==> src/ndc_pkg.sv <==
`timescale 1ns / 1ps
`default_nettype none
// ----------------------------------------------------------------------------
// ndc_pkg
// Shared types and constants of the number to digit characters block.
// ----------------------------------------------------------------------------
package ndc_pkg;

  localparam int unsigned VALUE_WIDTH_DEF = 32;
  localparam int unsigned MAX_DIGITS_DEF  = 16;
  localparam int unsigned RESULT_LIMIT    = 16;
  localparam int unsigned BCD_DIGITS      = 10;
  localparam int unsigned HEX_DIGITS      = 8;
  localparam int unsigned SRC_W           = 64;

  localparam logic [6:0] CHAR_ZERO  = 7'h30;
  localparam logic [6:0] CHAR_A     = 7'h41;
  localparam logic [6:0] CHAR_PLUS  = 7'h2B;
  localparam logic [6:0] CHAR_MINUS = 7'h2D;
  localparam logic [3:0] DEC_RADIX  = 4'd10;

  typedef enum logic [1:0] {
    KIND_UDEC = 2'd0,
    KIND_SDEC = 2'd1,
    KIND_HEX  = 2'd2,
    KIND_BIN  = 2'd3
  } kind_e;

  typedef enum logic [1:0] {
    ST_IDLE   = 2'd0,
    ST_CONV   = 2'd1,
    ST_SIGN   = 2'd2,
    ST_DIGITS = 2'd3
  } state_e;

  typedef struct packed {
    logic load;
    logic conv_step;
    logic emit_sign;
    logic emit_digit;
  } cmd_t;

  typedef struct packed {
    logic is_decimal;
    logic is_signed;
    logic conv_last;
    logic n_zero;
    logic pos_zero;
    logic slot_free;
  } sts_t;

endpackage
`default_nettype wire

==> src/ndc_ctrl.sv <==
`timescale 1ns / 1ps
`default_nettype none
// ----------------------------------------------------------------------------
// ndc_ctrl
// Sequencer: accept, decimal conversion, sign and digit emission.
// ----------------------------------------------------------------------------
module ndc_ctrl
  import ndc_pkg::*;
(
  input  wire  clk_i,
  input  wire  rst_ni,
  input  wire  in_valid_i,
  output logic in_stall_o,
  input  sts_t sts_i,
  output cmd_t cmd_o
);

  state_e state_q, state_d;

  always_ff @(posedge clk_i or negedge rst_ni) begin
    if (!rst_ni) begin
      state_q <= ST_IDLE;
    end else begin
      state_q <= state_d;
    end
  end

  always_comb begin
    state_d    = state_q;
    cmd_o      = '0;
    in_stall_o = 1'b1;
    case (state_q)
      ST_IDLE: begin
        in_stall_o = 1'b0;
        if (in_valid_i) begin
          cmd_o.load = 1'b1;
          state_d    = ST_CONV;
        end
      end
      ST_CONV: begin
        if (!sts_i.is_decimal) begin
          state_d = ST_DIGITS;
        end else begin
          cmd_o.conv_step = 1'b1;
          if (sts_i.conv_last) begin
            state_d = sts_i.is_signed ? ST_SIGN : ST_DIGITS;
          end
        end
      end
      ST_SIGN: begin
        if (sts_i.slot_free) begin
          cmd_o.emit_sign = 1'b1;
          state_d         = sts_i.n_zero ? ST_IDLE : ST_DIGITS;
        end
      end
      ST_DIGITS: begin
        if (sts_i.n_zero) begin
          state_d = ST_IDLE;
        end else if (sts_i.slot_free) begin
          cmd_o.emit_digit = 1'b1;
          if (sts_i.pos_zero) begin
            state_d = ST_IDLE;
          end
        end
      end
      default: begin
        state_d = ST_IDLE;
      end
    endcase
  end

endmodule
`default_nettype wire

==> src/ndc_datapath.sv <==
`timescale 1ns / 1ps
`default_nettype none
// ----------------------------------------------------------------------------
// ndc_datapath
// Request registers, shift-add-3 converter, digit select and output register.
// ----------------------------------------------------------------------------
module ndc_datapath
  import ndc_pkg::*;
#(
  parameter int unsigned VALUE_WIDTH = VALUE_WIDTH_DEF,
  parameter int unsigned MAX_DIGITS  = MAX_DIGITS_DEF
) (
  input  wire         clk_i,
  input  wire         rst_ni,
  input  cmd_t        cmd_i,
  output sts_t        sts_o,
  input  wire  [1:0]  kind_i,
  input  wire  [31:0] value_i,
  input  wire  [4:0]  digit_count_i,
  input  wire  [2:0]  text_line_i,
  input  wire  [4:0]  start_column_i,
  input  wire         out_stall_i,
  output logic        out_valid_o,
  output logic [6:0]  ascii_char_o,
  output logic [2:0]  out_line_o,
  output logic [5:0]  out_column_o,
  output logic        last_o
);

  localparam int unsigned CAP   = (MAX_DIGITS > RESULT_LIMIT) ? RESULT_LIMIT : MAX_DIGITS;
  localparam int unsigned POS_W = $clog2(CAP);
  localparam int unsigned CNT_W = $clog2(VALUE_WIDTH + 1);
  localparam int unsigned BCD_W = 4 * BCD_DIGITS;

  localparam logic [4:0] LIM_UDEC = 5'((BCD_DIGITS > CAP) ? CAP : BCD_DIGITS);
  localparam logic [4:0] LIM_SDEC = 5'((BCD_DIGITS > CAP - 1) ? CAP - 1 : BCD_DIGITS);
  localparam logic [4:0] LIM_HEX  = 5'((HEX_DIGITS > CAP) ? CAP : HEX_DIGITS);
  localparam logic [4:0] LIM_BIN  = 5'(CAP);

  kind_e                  kind_q;
  logic                   neg_q;
  logic [VALUE_WIDTH-1:0] sh_q, sh_d;
  logic [BCD_W-1:0]       bcd_q, bcd_d, bcd_adj;
  logic [4:0]             n_q;
  logic [POS_W-1:0]       pos_q;
  logic [5:0]             col_q;
  logic [2:0]             line_q;
  logic [CNT_W-1:0]       cnt_q;

  logic                   out_valid_q;
  logic [6:0]             char_q;
  logic [2:0]             oline_q;
  logic [5:0]             ocol_q;
  logic                   last_q;

  kind_e                  kind_in;
  logic [VALUE_WIDTH-1:0] v_in, mag_in;
  logic                   neg_in;
  logic [4:0]             lim, n_sat;
  logic                   is_dec;
  logic [SRC_W-1:0]       nib_src;
  logic [3:0]             nib;
  logic [6:0]             dig_char;
  logic                   slot_free;

  // load-time decode
  always_comb begin
    kind_in = kind_e'(kind_i);
    v_in    = value_i[VALUE_WIDTH-1:0];
    neg_in  = (kind_in == KIND_SDEC) && v_in[VALUE_WIDTH-1];
    mag_in  = neg_in ? (VALUE_WIDTH'(0) - v_in) : v_in;
    case (kind_in)
      KIND_UDEC: lim = LIM_UDEC;
      KIND_SDEC: lim = LIM_SDEC;
      KIND_HEX:  lim = LIM_HEX;
      KIND_BIN:  lim = LIM_BIN;
      default:   lim = LIM_UDEC;
    endcase
    n_sat = (digit_count_i > lim) ? lim : digit_count_i;
  end

  // shift-add-3 step
  always_comb begin
    logic [3:0] dg;
    dg = '0;
    for (int k = 0; k < BCD_DIGITS; k++) begin
      dg = bcd_q[4*k +: 4];
      bcd_adj[4*k +: 4] = (dg >= 4'd5) ? (dg + 4'd3) : dg;
    end
    bcd_d = {bcd_adj[BCD_W-2:0], sh_q[VALUE_WIDTH-1]};
    sh_d  = {sh_q[VALUE_WIDTH-2:0], 1'b0};
  end

  // digit select
  always_comb begin
    is_dec  = (kind_q == KIND_UDEC) || (kind_q == KIND_SDEC);
    nib_src = is_dec ? SRC_W'(bcd_q) : SRC_W'(sh_q);
    if (kind_q == KIND_BIN) begin
      nib = {3'b000, nib_src[6'(pos_q)]};
    end else begin
      nib = nib_src[6'({pos_q, 2'b00}) +: 4];
    end
    dig_char = (nib < DEC_RADIX) ? (CHAR_ZERO + 7'(nib))
                                 : (CHAR_A + 7'(nib) - 7'(DEC_RADIX));
  end

  assign slot_free = !out_valid_q || !out_stall_i;

  always_ff @(posedge clk_i) begin
    if (cmd_i.load) begin
      kind_q <= kind_in;
      neg_q  <= neg_in;
      sh_q   <= mag_in;
      bcd_q  <= '0;
      n_q    <= n_sat;
      pos_q  <= POS_W'(n_sat - 5'd1);
      col_q  <= {1'b0, start_column_i};
      line_q <= text_line_i;
      cnt_q  <= CNT_W'(VALUE_WIDTH);
    end else if (cmd_i.conv_step) begin
      sh_q  <= sh_d;
      bcd_q <= bcd_d;
      cnt_q <= cnt_q - 1'b1;
    end else if (cmd_i.emit_sign) begin
      col_q <= col_q + 6'd1;
    end else if (cmd_i.emit_digit) begin
      col_q <= col_q + 6'd1;
      pos_q <= pos_q - 1'b1;
    end
  end

  always_ff @(posedge clk_i or negedge rst_ni) begin
    if (!rst_ni) begin
      out_valid_q <= 1'b0;
    end else if (cmd_i.emit_sign || cmd_i.emit_digit) begin
      out_valid_q <= 1'b1;
    end else if (!out_stall_i) begin
      out_valid_q <= 1'b0;
    end
  end

  always_ff @(posedge clk_i) begin
    if (cmd_i.emit_sign) begin
      char_q  <= neg_q ? CHAR_MINUS : CHAR_PLUS;
      oline_q <= line_q;
      ocol_q  <= col_q;
      last_q  <= (n_q == 5'd0);
    end else if (cmd_i.emit_digit) begin
      char_q  <= dig_char;
      oline_q <= line_q;
      ocol_q  <= col_q;
      last_q  <= (pos_q == '0);
    end
  end

  always_comb begin
    sts_o.is_decimal = is_dec;
    sts_o.is_signed  = (kind_q == KIND_SDEC);
    sts_o.conv_last  = (cnt_q == CNT_W'(1));
    sts_o.n_zero     = (n_q == 5'd0);
    sts_o.pos_zero   = (pos_q == '0);
    sts_o.slot_free  = slot_free;
  end

  assign out_valid_o  = out_valid_q;
  assign ascii_char_o = char_q;
  assign out_line_o   = oline_q;
  assign out_column_o = ocol_q;
  assign last_o       = last_q;

endmodule
`default_nettype wire

==> src/number_to_digit_chars.sv <==
`timescale 1ns / 1ps
`default_nettype none
// ----------------------------------------------------------------------------
// number_to_digit_chars
// Renders one number as fixed-width ASCII characters, most significant first.
//
// The input channel takes one request: kind, value, digit count, text line
// and start column. The output channel returns one item per character with
// its line and column; the final character of a request has last set.
// An item is taken at a clock edge where valid is high and stall is low.
// Steps per request, with n the saturated digit count:
//   decimal modes: accept, shift-add-3 conversion of all VALUE_WIDTH bits,
//                  the sign in signed mode, then n digit emits
//   hex and binary: accept, dispatch, then n digit emits
// Each character enters the output register in the cycle after its emit.
// A receiver stall holds the output register and pauses emission; the next
// request is taken once the last character sits in the output register.
// Reset clears the sequencer and the output valid; no state spans requests.
// ----------------------------------------------------------------------------
module number_to_digit_chars
  import ndc_pkg::*;
#(
  parameter int unsigned VALUE_WIDTH = VALUE_WIDTH_DEF,
  parameter int unsigned MAX_DIGITS  = MAX_DIGITS_DEF
) (
  input  wire         clk_i,
  input  wire         rst_ni,
  input  wire         in_valid_i,
  output logic        in_stall_o,
  input  wire  [1:0]  kind_i,
  input  wire  [31:0] value_i,
  input  wire  [4:0]  digit_count_i,
  input  wire  [2:0]  text_line_i,
  input  wire  [4:0]  start_column_i,
  output logic        out_valid_o,
  input  wire         out_stall_i,
  output logic [6:0]  ascii_char_o,
  output logic [2:0]  out_line_o,
  output logic [5:0]  out_column_o,
  output logic        last_o
);

  cmd_t cmd;
  sts_t sts;

  ndc_ctrl u_ctrl (
    .clk_i      (clk_i),
    .rst_ni     (rst_ni),
    .in_valid_i (in_valid_i),
    .in_stall_o (in_stall_o),
    .sts_i      (sts),
    .cmd_o      (cmd)
  );

  ndc_datapath #(
    .VALUE_WIDTH (VALUE_WIDTH),
    .MAX_DIGITS  (MAX_DIGITS)
  ) u_datapath (
    .clk_i          (clk_i),
    .rst_ni         (rst_ni),
    .cmd_i          (cmd),
    .sts_o          (sts),
    .kind_i         (kind_i),
    .value_i        (value_i),
    .digit_count_i  (digit_count_i),
    .text_line_i    (text_line_i),
    .start_column_i (start_column_i),
    .out_stall_i    (out_stall_i),
    .out_valid_o    (out_valid_o),
    .ascii_char_o   (ascii_char_o),
    .out_line_o     (out_line_o),
    .out_column_o   (out_column_o),
    .last_o         (last_o)
  );

endmodule
`default_nettype wire

==> config.mk <==
export PLATFORM = sky130hd
export DESIGN_NAME = number_to_digit_chars
export DESIGN_NICKNAME = d
export VERILOG_FILES = /design/src/ndc_pkg.sv /design/src/ndc_ctrl.sv /design/src/ndc_datapath.sv /design/src/number_to_digit_chars.sv
export SDC_FILE = /design/constraint.sdc
export NUM_CORES = 1
export LEC_CHECK = 0
export BUFFER_PORTS_ARGS = -buffer_cell sky130_fd_sc_hd__buf_2
export CORE_ASPECT_RATIO = 1.5
export CORE_MARGIN = 2
export CORE_UTILIZATION = 55
export CTS_BUF_LIST = sky130_fd_sc_hd__clkbuf_8
export DETAILED_ROUTE_END_ITERATION = 10
export PLACE_DENSITY = 0.75
export RECOVER_POWER = 25
export SLEW_MARGIN = 20
export SYNTH_ARGS = -nofsm -noshare
export SYNTH_HDL_FRONTEND = slang
export SYNTH_SLANG_ARGS = --single-unit
==> constraint.sdc <==
create_clock -name clk_i -period 3.1 [get_ports clk_i]
set_input_delay 0.155 -clock clk_i [delete_from_list [all_inputs] [get_ports clk_i]]
set_output_delay 0.155 -clock clk_i [all_outputs]
set_load 0.02 [all_outputs]
# --- Word-level counts from Yosys, hierarchy flattened ---
# Index checks and enable logic that the tools add are counted.
word_totals:
  reg_bits: 119
  latch_bits: 0
  ramBits: 0
  romBits: 0
  out_inout_bits: 19
  mem_count: 0
op_classes:
  n_addsub: 18
  multipliers: 0
  div: 0
  magnitude_cmp: 13
  n_eq_ne: 17
  n_shift: 1
  muxes: 58
  n_bitwise: 1
  reduce_logical: 20
op_table:
  columns: ["cell", "count"]
  rows:
  - ["32-bit two-way mux", 3]
  - ["64-bit by 7-bit indexed part select with 4-bit output", 1]
  - ["4-bit two-way mux", 14]
  - ["4-bit by 3-bit >= comparator with 1-bit output, second input constant", 10]
  - ["40-bit two-way mux", 1]
  - ["4-bit by 2-bit adder with 4-bit output, second input constant", 9]
  - ["1-bit by 32-bit subtractor with 32-bit output, first input constant", 1]
  - ["6-bit two-way mux", 4]
  - ["7-bit two-way mux", 3]
  - ["2-bit two-way mux", 8]
  - ["1-bit two-way mux", 15]
  - ["5-bit two-way mux", 3]
  - ["5-bit case mux with 3 select lines", 1]
  - ["3-bit two-way mux", 4]
  - ["2-bit == test, second input constant", 5]
  - ["2-bit case mux with 4 select lines", 1]
  - ["4-bit by 1-bit subtractor with 4-bit output, second input constant", 2]
  - ["6-bit by 4-bit adder with 7-bit output, first input constant", 1]
  - ["7-bit by 4-bit adder with 7-bit output, first input constant", 1]
  - ["4-bit by 7-bit < comparator with 1-bit output, second input constant", 1]
  - ["7-bit by 4-bit subtractor with 7-bit output, second input constant", 1]
  - ["6-bit by 1-bit adder with 6-bit output, second input constant", 1]
  - ["2-bit by 1-bit == test with 1-bit output, second input constant", 3]
  - ["6-bit by 1-bit == test with 1-bit output, second input constant", 1]
  - ["other kinds (23)", 34]

# --- Longest topological paths before layout ---
# Gate-level depths: netlist of the first run.
depth:
  word_depth: 11
  mapped_depth: 13
  mapped_depth_nobuf: 10

# --- Hierarchy ---
# From an unflattened synthesis of the first run, not the netlist that was laid out.
unflattened:
  cells_unflattened: 782
  hier_area_um2: 7235.7
by_module_without_submodules:
  columns: ["mod", "instances", "cells_each", "area_each_um2", "seq_area_each_um2"]
  rows:
  - ["ndc_datapath", 1, 762, 7086.8, 3037.9]
  - ["ndc_ctrl", 1, 20, 148.9, 50.0]

# --- Worst setup path after synthesis of the first run ---
# OpenSTA, ideal clock, no wires.
synth_timing:
  path_type: "register to register"
  from: "register u_ctrl.state_q[1]"
  to: "register u_datapath.col_q[0], enable pin"
  setup_ps: 304
  t_arrival_ps: 2044
  required_ps: 2796
  path_slack_ps: 753
  path_stages_with_launch: 5
  path_buffers: 1
  path_cell_list: "dfrtp_1 clkbuf_1 a21bo_2 a21oi_1 or2_2"
synth_between:
  elab_chain_cells: 4
synth_rtl:
  columns: ["element", "line", "text"]
  rows:
  - ["start: declaration", "ndc_ctrl.sv:18", "state_e state_q, state_d;"]
  - ["start signal: assignment", "ndc_ctrl.sv:24", "state_q <= state_d;"]
  - ["2-bit by 1-bit == test with 1-bit output, or another cell as far along", "ndc_ctrl.sv:32", "case (state_q)"]
  - ["1-bit two-way mux", "ndc_ctrl.sv:32", null]
  - ["2-bit by 1-bit != test with 1-bit output (no source line) or 3-bit nonzero test (tied branches)", null, null]
  - ["2-bit AND reduction (no source line) *", null, null]
  - ["end signal: assignment", "ndc_datapath.sv:117", "col_q <= {1'b0, start_column_i};"]
  - ["end signal: assignment", "ndc_datapath.sv:125", "col_q <= col_q + 6'd1;"]
  - ["end signal: assignment", "ndc_datapath.sv:127", "col_q <= col_q + 6'd1;"]
  - ["end: declaration", "ndc_datapath.sv:46", "logic [5:0] col_q;"]
# Mark *: on every way between the ends. The rest lies on a longest branch, timed or not.
# A chain may end at the register's enable or synchronous reset.

# --- Worst setup path in the final report of the first run ---
layout_timing:
  from: "register u_datapath.pos_q[1]"
  to: "register u_datapath.char_q[6], in the netlist u_datapath.ascii_char_o[6] (data pin)"
layout_between:
  elab_chain_cells: 8
layout_rtl:
  columns: ["element", "line", "text"]
  rows:
  - ["start: declaration", "ndc_datapath.sv:45", "logic [POS_W-1:0] pos_q;"]
  - ["start signal: assignment", "ndc_datapath.sv:116", "pos_q <= POS_W'(n_sat - 5'd1);"]
  - ["start signal: assignment", "ndc_datapath.sv:128", "pos_q <= pos_q - 1'b1;"]
  - ["branches (longest 2 deep; another with 64-bit by 7-bit indexed part select with 4-bit output)", null, null]
  - ["4-bit two-way mux *", "ndc_datapath.sv:98", "if (kind_q == KIND_BIN) begin"]
  - ["7-bit by 4-bit adder with 7-bit output", "ndc_datapath.sv:104", ": (CHAR_A + 7'(nib) - 7'(DEC_RADIX));"]
  - ["7-bit by 4-bit subtractor with 7-bit output", "ndc_datapath.sv:104", null]
  - ["7-bit two-way mux *", "ndc_datapath.sv:103", "dig_char = (nib < DEC_RADIX) ? (CHAR_ZERO + 7'(nib))"]
  - ["7-bit two-way mux *", "ndc_datapath.sv:148", "end else if (cmd_i.emit_digit) begin"]
  - ["7-bit two-way mux *", "ndc_datapath.sv:143", "if (cmd_i.emit_sign) begin"]
  - ["end signal: assignment", "ndc_datapath.sv:144", "char_q <= neg_q ? CHAR_MINUS : CHAR_PLUS;"]
  - ["end signal: assignment", "ndc_datapath.sv:149", "char_q <= dig_char;"]
  - ["end: declaration", "ndc_datapath.sv:51", "logic [6:0] char_q;"]
# Every way passes the cells marked *. The select of a mux whose other input is x is not followed.

==> results of run 1 <==
sequential cells by signal (all words and copies together) (netlist names):
register,count
u_ctrl.state_q,2
u_datapath.ascii_char_o,7
u_datapath.bcd_q,40
u_datapath.cnt_q,6
u_datapath.col_q,6
u_datapath.kind_q,2
u_datapath.last_o,1
u_datapath.line_q,3
u_datapath.n_q,5
u_datapath.neg_q,1
u_datapath.out_column_o,6
u_datapath.out_line_o,3
u_datapath.out_valid_o,1
u_datapath.pos_q,4
u_datapath.sh_q,32
layout by cell type (no fill, tap or decap), types with 25 or more instances in the layout:
cell,count
nand2_1,101
o21ai_0,72
a21oi_1,71
edfxtp_1,69
nor2_1,57
buf_2,47
dfxtp_1,47
inv_1,37
xnor2_1,30
ha_1,29
xor2_1,25
critical path, cell delays in order (launching register included):
cell and delay [ns]:
edfxtp_1 0.75, mux4_2 0.58, nand4_1 0.10, nand3_1 0.11
nor4_4 0.34, ha_1 0.25, o21ai_0 0.12, and3_1 0.22
where the power goes:
| part | leakage [nW] | switching (mW) | internal, mW |
|---|---|---|---|
| clock | 0.218 | 0.661 | 0.833 |
| combinational | 1.83 | 1.74 | 1.23 |
| sequential | 1.06 | 0.607 | 2.42 |
| total | 3.11 | 3.01 | 4.48 |
logic make-up (layout without fill, tap and decap cells):
kind of cell | count (synthesis) | after routing | synth area share
AO/OA/AOI/OAI | 192 | 192 | 0.159
XOR/XNOR | 55 | 55 | 0.0674
adder cells (fa/ha/maj) | 29 | 29 | 0.0508
buffers and inverters | 71 | 160 | 0.0459
flip-flops | 119 | 119 | 0.432
multiplexers | 32 | 32 | 0.0785
AND/OR/NAND/NOR | 245 | 245 | 0.166
final timing paths:
check / start / to
setup / recovery: u_datapath.pos_q[1]$_DFFE_PP_ / u_datapath.ascii_char_o[6]$_SDFFCE_PP0P_
hold / removal: start_column_i[1] / u_datapath.col_q[1]$_DFFE_PP_
setup reg to reg: u_datapath.pos_q[1]$_DFFE_PP_ / u_datapath.ascii_char_o[6]$_SDFFCE_PP0P_
hold reg to reg: u_datapath.line_q[1]$_DFFE_PP_ / u_datapath.out_line_o[1]$_DFFE_PP_
max in group asynchronous: rst_ni / u_ctrl.state_q[1]$_DFFE_PN0P_
min in group asynchronous: rst_ni / u_datapath.out_valid_o$_DFFE_PN0P_
layer usage:
| layer | global-route usage | share of wire |
|---|---|---|
| met5 | 0 | 0 |
| met4 | 0.125 | 0.038 |
| met3 | 0.0569 | 0.043 |
| met2 | 0.501 | 0.55 |
| met1 | 0.274 | 0.37 |
final cells by class:
class / instances / area [sq um]
fillers: 1067 / 4760
well taps: 159 / 199
inverters: 37 / 139
flip-flops and latches: 119 / 3090
clock inverters: 13 / 153
clock buffers: 19 / 262
repair buffers: 91 / 500
multi-input cells: 553 / 3730
==> PnR_summary.wiki, run 1 <==
{| class="wikitable"
! Metric !! Value
|-
| Horizontal extent of the die || 97.0 microns
|-
| Buffers from clock root to sink, at most || 2
|-
| Worst Path Class, Setup || register to register
|-
| TritonCTS clock tree || done
|-
| Root buffer selected by CTS || clkbuf_8
|-
| Mean post-synth cell area || slightly below 10 sq um
|-
| Crit. End Element || register
|-
| Drt pass-1 iters || 5
|-
| Distinct cells, synth || 70
|-
| Worst hold-check path type || primary input to register
|-
| Leakage power of the design || 3.11 nW
|-
| Post-route DRC violation count || 0
|-
| Max Cap Violations || 0
|-
| Global-route wire length before repair || 28800 microns
|-
| Clock latency reported for the late side of the worst-skew pair || 0.45 ns
|-
| GRT Total Usage || 0.264
|-
| Data required, critical path || around 3.3 ns
|-
| Critical-path maximum fanout || 13
|-
| # H-tree levels || 4
|-
| Resize count post-CTS || 0
|-
| Average detailed-routed wire length per instance || 18.1 microns
|-
| I/O pin count || 70
|-
| Maximum clock frequency || 369 MHz
|-
| Dominant cell type by area after synthesis || edfxtp_1
|-
| Pre-CTS setup slack || roughly 0.42 ns
|-
| Total number of vias || between 5k and 6k
|-
| Synthesized instance count || 743
|-
| Top post-synthesis cells by area || edfxtp_1 (29%), dfxtp_1 (13%), nand2_1 (5.4%)
|-
| Syn. warnings || 0
|-
| Via count of the first global-routing pass || 5730
|-
| Leading register cell type out of synthesis || edfxtp_1
|-
| Final GP Congestion || 0.926
|-
| Placed Cells incl. Taps || 951
|-
| Worst reg2reg path depth || 7
|-
| Remaining Overflow, GRT || 0
|-
| Most common library cells after synthesis || nand2_1 (102), o21ai_0 (72), a21oi_1 (71)
|-
| Number of DRC markers in iteration 0 || 250
|-
| Register-to-register setup slack || a little under 0.4 ns
|-
| Leading cell type by number of instances after synthesis || nand2_1
|-
| Hold Violations, Final || 0
|-
| Type of origin of the critical path || register
|-
| Sequential fraction of the synthesis area || 0.432
|-
| Maximum clock skew at final layout || 0.0170 ns
|-
| Post-synth design cell area || 0.00714 sq mm
|-
| Total power after layout || between 7 and 8 mW
|-
| Total negative slack || 0 ns
|-
| Antenna Violating Nets Remaining || 0
|-
| Critical path data arrival time || 2.91 ns
|-
| Post-DP Area || approximately 0.0076 sq mm
|-
| Slew Limit Headroom || 0.248
|-
| Standard cell core area || 0.0128 sq mm
|-
| Total Wirelength || 17900 microns
|-
| Maximum number of pins on one net before global-route repair || 66
|-
| Total power per unit cell area || 928 mW/mm^2
|-
| Post-synthesis to final-layout area growth || 13.0%
|-
| DP Wirelength || 13300 microns
|-
| Transition time of the tightest slew-check pin || 1.13 ns
|-
| Layout Utilization || 0.629
|-
| Run status || complete, no violations
|-
| Post-route clock period utilization || 0.874
|-
| Die ar. || 0.0139 sq mm
|-
| Final number of max-transition violations || 0
|-
| Post-CTS setup buffer count || 0
|-
| Area share of the largest cell type after synthesis || 0.290
|-
| Fraction of layout instances using a drive strength above 1 || 0.150
|-
| Total Nets Final || 899
|-
| Finish-stage setup viols || 0
|-
| CTS Buf Count || 17
|-
| RSZ-0062 raised after global routing || false
|-
| Design Area, Final || between 0.008 and 0.009 sq mm
|-
| Number of port buffers || 69
|-
| Share of async-settable or async-resettable flops after synthesis || 0.0252
|-
| Clock-pin slew on the worst setup and hold paths || 0.07 ns
|-
| Die extent in y || approximately 140 microns
|-
| Vias per cell || 5.92
|-
| TritonCTS sink count || between 100 and 150
|-
| Hold buffer count at cts || 8
|-
| Rows || 51
|-
| Post-route insts no fill || ~990
|-
| Hold WS || 0.0142 ns
|-
| Synthesized flop and latch total || roughly 120
|-
| Cell depth of the worst hold path || 3
|-
| Number of antenna violations at the first check in global routing || 0
|-
| Peak ir drop on the vdd network || 324 uV
|-
| Post-layout min period || about 2.7 ns
|-
| Initial Utilization || 0.557
|-
| Count of flip-flops with a built-in enable after synthesis || 69
|-
| Number of antenna cells inserted || 0
|-
| Net count of the mapped netlist || 823
|-
| Final Worst Setup Slack || 0.391 ns
|}
Note: power is estimated with default switching activity, not from simulation.
==> run 2: changes to the inputs <==
--- a/config.mk
+++ b/config.mk
@@ -5,13 +5,14 @@
 export SDC_FILE = /design/constraint.sdc
 export NUM_CORES = 1
 export LEC_CHECK = 0
-export BUFFER_PORTS_ARGS = -buffer_cell sky130_fd_sc_hd__buf_2
 export CORE_ASPECT_RATIO = 1.5
 export CORE_MARGIN = 2
 export CORE_UTILIZATION = 55
 export CTS_BUF_LIST = sky130_fd_sc_hd__clkbuf_8
+export CTS_CLUSTER_DIAMETER = 40
 export DETAILED_ROUTE_END_ITERATION = 10
-export PLACE_DENSITY = 0.75
+export DONT_BUFFER_PORTS = 1
+export PLACE_DENSITY = 0.7
 export RECOVER_POWER = 25
 export SLEW_MARGIN = 20
 export SYNTH_ARGS = -nofsm -noshare
==> PnR_summary.wiki, run 2 (synthesis gave the netlist of run 1 again) <==
{| class="wikitable"
! Metric !! Value
|-
| Critical R2R Capture || u_datapath.ascii_char_o[1]$_DFFE_PP_
|-
| Clock-pin slew on the worst setup and hold paths || 0.08 ns (about the same)
|-
| RR Startpoint || u_datapath.pos_q[0]$_DFFE_PP_
|-
| RSZ-0062 raised after global routing || false
|-
| Maximum number of pins on one net before global-route repair || 66 (unchanged)
|-
| Leakage power of the design || 3.02 nW (-3.1%)
|-
| Maximum clock skew at final layout || 0.0102 ns (-0.00682 ns)
|-
| Remaining Overflow, GRT || 0 (unchanged)
|-
| Initial Utilization || 0.557 (unchanged)
|-
| Post-synthesis to final-layout area growth || 12.8%
|-
| Max Cap Violations || 0 (unchanged)
|-
| Top library cells by usage in the layout, fill and taps aside || nand2_1 (101), o21ai_0 (72), a21oi_1 (70)
|-
| Maximum clock frequency || 357 MHz (-3.3%)
|-
| Root buffer selected by CTS || clkbuf_8
|-
| Standard cell core area || 0.0128 sq mm (unchanged)
|-
| Hold Violations, Final || 0 (unchanged)
|-
| CP max stage delay || 0.68 ns (-0.07 ns)
|-
| Slowest cell on the critical path || edfxtp_1
|-
| Critical path data arrival time || 3.08 ns (+0.17 ns)
|-
| Crit path max-delay family || multiplexers
|-
| Commonest non-fill, non-tap cell in the layout || nand2_1
|-
| Total number of vias || 5684 (-3.1%)
|-
| Worst Path Class, Setup || register to register
|-
| Type of origin of the critical path || register
|-
| Final Worst Setup Slack || 0.299 ns (-0.0920 ns)
|-
| Number of buffers and inverters on the critical path || 1 (+1)
|-
| Average detailed-routed wire length per instance || 18.8 microns (+3.7%)
|-
| Total power per unit cell area || 932 mW/mm^2 (+0.40%)
|-
| Largest register FFs || 40 (unchanged)
|-
| CTS Buf Count || 17 (unchanged)
|-
| Number of antenna violations at the first check in global routing || 0 (unchanged)
|-
| Hold WS || 0.0186 ns (+0.00445 ns)
|-
| Finish-stage setup viols || 0 (unchanged)
|-
| Transition time of the tightest slew-check pin || 1.12 ns (-0.0106 ns)
|-
| Fraction of layout instances using a drive strength above 1 || 0.0939 (-0.0563)
|-
| Rows || 51 (unchanged)
|-
| Die extent in y || 144 microns (unchanged)
|-
| Worst hold-check path type || primary input to register
|-
| Post-route clock period utilization || 0.904 (+0.0297)
|-
| DP Wirelength || 12600 microns (-5.4%)
|-
| # H-tree levels || 4 (unchanged)
|-
| Die ar. || 0.0139 sq mm (unchanged)
|-
| Register-to-register setup slack || 0.30 ns (-0.09 ns)
|-
| Peak ir drop on the vdd network || 375 uV (+16%)
|-
| Worst min-delay path startpoint || value_i[30]
|-
| Largest register by flop count || u_datapath.bcd_q
|-
| Number of port buffers || 0 (-100%)
|-
| Final number of max-transition violations || 0 (unchanged)
|-
| Global-route wire length before repair || 28100 microns (-2.3%)
|-
| Number of fill cells in the layout || 1034 (-3.1%)
|-
| Clock latency reported for the late side of the worst-skew pair || 0.43 ns (-0.02 ns)
|-
| Number of DRC markers in iteration 0 || 282 (+13%)
|-
| Antenna Violating Nets Remaining || 0 (unchanged)
|-
| Slew Limit Headroom || 0.255 (+0.00708)
|-
| Via count of the first global-routing pass || 5655 (-1.3%)
|-
| TritonCTS clock tree || done
|-
| Post-route DRC violation count || 0 (unchanged)
|-
| Drt pass-1 iters || 5 (unchanged)
|-
| Total power after layout || 7.51 mW (+0.21%)
|-
| Critical-path maximum fanout || 13 (unchanged)
|-
| Resize count post-CTS || 0 (unchanged)
|-
| Run status || complete, no violations
|-
| Final GP Congestion || 0.923 (-0.35%)
|-
| Cell depth of the worst hold path || 2 (-1)
|-
| Total negative slack || 0 ns (unchanged)
|-
| Total Nets Final || 855 (-4.9%)
|-
| Number of antenna cells inserted || 0 (unchanged)
|-
| Worst Hold Endpoint || u_datapath.sh_q[30]$_DFFE_PP_
|-
| Post-layout min period || 2.80 ns (+0.0920 ns)
|-
| Data required, critical path || 3.38 ns (+0.08 ns)
|-
| Cells along the critical path || buf_4, mux4_1, mux2i_1, nor2_1, o22ai_2, ha_1, a221o_1, o21ai_1
|-
| Vias per cell || 6.00 (+1.4%)
|-
| Buffers from clock root to sink, at most || 2 (unchanged)
|-
| Crit. End Element || register
|-
| Horizontal extent of the die || 97.0 microns (unchanged)
|-
| Worst reg2reg path depth || 8 (+1)
|-
| TritonCTS sink count || 119 (unchanged)
|-
| Total Wirelength || 17800 microns (-0.93%)
|-
| GRT Total Usage || 0.258 (-0.00595)
|-
| Pre-CTS setup slack || 0.339 ns (-0.0849 ns)
|-
| I/O pin count || 70 (unchanged)
|}
## run 2: metrics by stage
step,std cells,instance area [sq um],utilization
5_1_grt,947,8050,0.628
6_report,947,8050,0.628
3_5_place_dp,878,7230,0.564
2_1_floorplan,743,7140,-
4_1_cts,947,8060,0.628
3_3_place_gp,878,7230,0.564
## run 2: how the worst max path moves through the flow
stage | from | endpoint | depth (start not counted)
global route | u_datapath.pos_q[0]$_DFFE_PP_ | u_datapath.ascii_char_o[1]$_DFFE_PP_ | 8
CTS | u_datapath.pos_q[0]$_DFFE_PP_ | u_datapath.ascii_char_o[1]$_DFFE_PP_ | 8
finish | u_datapath.pos_q[0]$_DFFE_PP_ | u_datapath.ascii_char_o[1]$_DFFE_PP_ | 8
global placement | u_datapath.pos_q[0]$_DFFE_PP_ | u_datapath.ascii_char_o[1]$_DFFE_PP_ | 8
detailed placement | u_datapath.pos_q[0]$_DFFE_PP_ | u_datapath.ascii_char_o[1]$_DFFE_PP_ | 8
floorplan | u_ctrl.state_q[1]$_DFFE_PN0P_ | u_datapath.col_q[0]$_DFFE_PP_ | 4
## run 2: final cells by class
class                      count  area (sq um)  share of cell area
tap                          159           199              0.0247
clock buffer                  18           248              0.0308
clock inverter                14           205              0.0255
inverter                      37           139              0.0172
sequential                   119          3090               0.383
timing repair buffer          47           443              0.0550
multi-input combinational    553          3730               0.463
## run 2: where the power goes
part / leakage (nW) / switching [mW] / internal [mW]
clock: 0.234 / 0.656 / 0.973
combinational: 1.72 / 1.50 / 1.18
sequential: 1.06 / 0.776 / 2.43
total: 3.02 / 2.93 / 4.58
## run 2: layer usage
layer  wire length [microns]  global-route usage
met1                    6530               0.273
met2                    9730               0.481
met3                     684              0.0409
met4                     823               0.150
met5                       0                   0
## run 2: timing repair
item,4_1_cts,5_1_grt
buffers inserted,0,0
setup endpoints to repair,0,0
hold endpoints to repair,38,0
hold buffers,37,0
==> run 3: changes to the inputs <==
--- a/config.mk
+++ b/config.mk
@@ -5,14 +5,16 @@
 export SDC_FILE = /design/constraint.sdc
 export NUM_CORES = 1
 export LEC_CHECK = 0
+export CELL_PAD_IN_SITES_DETAIL_PLACEMENT = 1
+export CELL_PAD_IN_SITES_GLOBAL_PLACEMENT = 1
 export CORE_ASPECT_RATIO = 1.5
 export CORE_MARGIN = 2
-export CORE_UTILIZATION = 55
+export CORE_UTILIZATION = 52
 export CTS_BUF_LIST = sky130_fd_sc_hd__clkbuf_8
 export CTS_CLUSTER_DIAMETER = 40
 export DETAILED_ROUTE_END_ITERATION = 10
 export DONT_BUFFER_PORTS = 1
-export PLACE_DENSITY = 0.7
+export PLACE_DENSITY_LB_ADDON = 0.1
 export RECOVER_POWER = 25
 export SLEW_MARGIN = 20
 export SYNTH_ARGS = -nofsm -noshare
==> PnR_summary.wiki, run 3 (synthesis gave the netlist of run 1 again) <==
{| class="wikitable"
! Metric !! Value
|-
| Run status || complete, no violations
|-
| Final number of max-transition violations || 0 (unchanged)
|-
| Post-CTS setup buffer count || 0 (unchanged)
|-
| Pre-CTS setup slack || 0.343 ns (+0.00384 ns)
|-
| DP Wirelength || 14700 microns (+17%)
|-
| Total power per unit cell area || 918 mW/mm^2 (-1.5%)
|-
| RR Startpoint || u_datapath.pos_q[0]$_DFFE_PP_
|-
| Max Cap Violations || 0 (unchanged)
|-
| Post-route DRC violation count || 0 (unchanged)
|-
| Hold Violations, Final || 0 (unchanged)
|-
| Vias per cell || 6.04 (+0.59%)
|-
| I/O pin count || 70 (unchanged)
|-
| Largest register FFs || 40 (unchanged)
|-
| Clock-pin slew on the worst setup and hold paths || 0.08 ns (about the same)
|-
| Clock latency reported for the late side of the worst-skew pair || 0.44 ns (about the same)
|-
| Largest register by flop count || u_datapath.bcd_q
|-
| Initial Utilization || 0.530 (-0.0265)
|-
| Antenna Violating Nets Remaining || 0 (unchanged)
|-
| Post-synthesis to final-layout area growth || 11.9%
|-
| Critical path data arrival time || 2.95 ns (-0.13 ns)
|-
| Top library cells by usage in the layout, fill and taps aside || nand2_1 (101), o21ai_0 (72), a21oi_1 (70)
|-
| Commonest non-fill, non-tap cell in the layout || nand2_1
|-
| Buffers from clock root to sink, at most || 2 (unchanged)
|-
| Worst Path Class, Setup || register to register
|-
| Horizontal extent of the die || 99.7 microns (+2.7%)
|-
| Number of port buffers || 0 (unchanged)
|-
| Root buffer selected by CTS || clkbuf_8
|-
| RSZ-0062 raised after global routing || false
|-
| CTS Buf Count || 17 (unchanged)
|-
| Critical-path maximum fanout || 11 (-2)
|-
| Maximum number of pins on one net before global-route repair || 66 (unchanged)
|-
| Slew Limit Headroom || 0.213 (-0.0414)
|-
| Total power after layout || 7.34 mW (-2.2%)
|-
| Maximum clock skew at final layout || 0.0118 ns (+0.00161 ns)
|-
| Remaining Overflow, GRT || 0 (unchanged)
|-
| Average detailed-routed wire length per instance || 21.4 microns (+14%)
|-
| Die ar. || 0.0147 sq mm (+5.6%)
|-
| Final Worst Setup Slack || 0.343 ns (+0.0445 ns)
|-
| Number of antenna violations at the first check in global routing || 0 (unchanged)
|-
| Peak ir drop on the vdd network || 407 uV (+8.6%)
|-
| Total Wirelength || 20500 microns (+15%)
|-
| Rows || 52 (+2.0%)
|-
| Worst hold-check path type || primary input to register
|-
| Number of DRC markers in iteration 0 || 250 (-11%)
|-
| Fraction of layout instances using a drive strength above 1 || 0.0947 (+0.000788)
|-
| Final GP Congestion || 0.850 (-7.9%)
|-
| Resize count post-CTS || 0 (unchanged)
|-
| Die extent in y || 148 microns (+2.8%)
|-
| Global-route wire length before repair || 32500 microns (+15%)
|-
| TritonCTS sink count || 119 (unchanged)
|-
| Post-route clock period utilization || 0.889 (-0.0143)
|-
| Transition time of the tightest slew-check pin || 1.18 ns (+0.0621 ns)
|-
| Leakage power of the design || 2.98 nW (-1.4%)
|-
| Maximum clock frequency || 363 MHz (+1.6%)
|-
| # H-tree levels || 4 (unchanged)
|-
| Hold buffer count at cts || 38 (+2.7%)
|-
| Total Nets Final || 859 (+0.47%)
|-
| Total negative slack || 0 ns (unchanged)
|-
| Number of antenna cells inserted || 0 (unchanged)
|-
| TritonCTS clock tree || done
|-
| Data required, critical path || 3.29 ns (-0.09 ns)
|-
| Crit. End Element || register
|-
| Type of origin of the critical path || register
|-
| Standard cell core area || 0.0135 sq mm (+5.0%)
|-
| Finish-stage setup viols || 0 (unchanged)
|-
| Total number of vias || 5760 (+1.3%)
|-
| Post-layout min period || 2.76 ns (-0.0445 ns)
|-
| Drt pass-1 iters || 5 (unchanged)
|-
| Via count of the first global-routing pass || 6202 (+9.7%)
|-
| Worst setup path startpoint || u_datapath.pos_q[0]$_DFFE_PP_
|-
| GRT Total Usage || 0.286 (+0.0278)
|-
| Worst min-delay path startpoint || value_i[24]
|}
[run 3: cell types whose count changed in the layout (fill, tap and decap cells not counted), sizes merged]
| cell | previous run | this run |
|---|---|---|
| buf | 9 | 10 |
| bufinv | 5 | 1 |
| clkbuf | 19 | 20 |
| clkinv | 6 | 8 |
| clkinvlp | 1 | 3 |
| dlygate4sd3 | 37 | 38 |
| inv | 39 | 40 |
[run 3: stage by stage]
| stage | utilization | area [sq um] | hold WS, ns | cells |
|---|---|---|---|---|
| 6_report | 0.593 | 7990 | 0.0144 | 954 |
| 5_1_grt | 0.593 | 7990 | 0.0256 | 954 |
| 4_1_cts | 0.594 | 8000 | 0.000187 | 954 |
| 3_5_place_dp | 0.539 | 7260 | -0.141 | 884 |
| 3_3_place_gp | 0.539 | 7260 | -0.141 | 884 |
| 2_1_floorplan | - | 7140 | -0.141 | 743 |
[run 3: final cells by class]
class	count	area, sq um
Timing Repair Buffer	51	468
Multi-Input combinational cell	553	3730
Sequential cell	119	3090
Tap cell	162	203
Inverter	37	139
Clock inverter	15	129
Clock buffer	17	234
Fill cell	1532	5480
[run 3: report_power, final]
| part | internal, mW | total [mW] | switching (mW) |
|---|---|---|---|
| combinational | 1.19 | 2.80 | 1.61 |
| sequential | 2.43 | 3.23 | 0.803 |
| clock | 0.633 | 1.31 | 0.679 |
[run 3: critical path, cell delays in order (launching register included)]
cell	delay [ns]
edfxtp_1	0.65
mux4_1	0.63
nand2b_1	0.16
o211ai_1	0.12
a21oi_1	0.13
nor4_4	0.21
ha_1	0.25
o21ai_0	0.14
and3_1	0.22
[run 3: final timing paths]
check                                                            to  slack [ns]  cells past startpoint
max                        u_datapath.ascii_char_o[6]$_SDFFCE_PP0P_        0.34                      8
min                                   u_datapath.sh_q[24]$_DFFE_PP_        0.01                      2
max reg2reg                u_datapath.ascii_char_o[6]$_SDFFCE_PP0P_        0.34                      8
min reg2reg                      u_datapath.out_line_o[1]$_DFFE_PP_        0.43                      0
max in group asynchronous             u_ctrl.state_q[0]$_DFFE_PN0P_        2.44                      2
min in group asynchronous        u_datapath.out_valid_o$_DFFE_PN0P_        0.50                      2
[run 3: layer usage]
metal	wire length, microns	vias up	track usage
met5	0	-	0
met4	657	0	0.114
met1	7810	2854	0.311
met2	11400	134	0.540
li1	-	2735	-
met3	569	37	0.0478
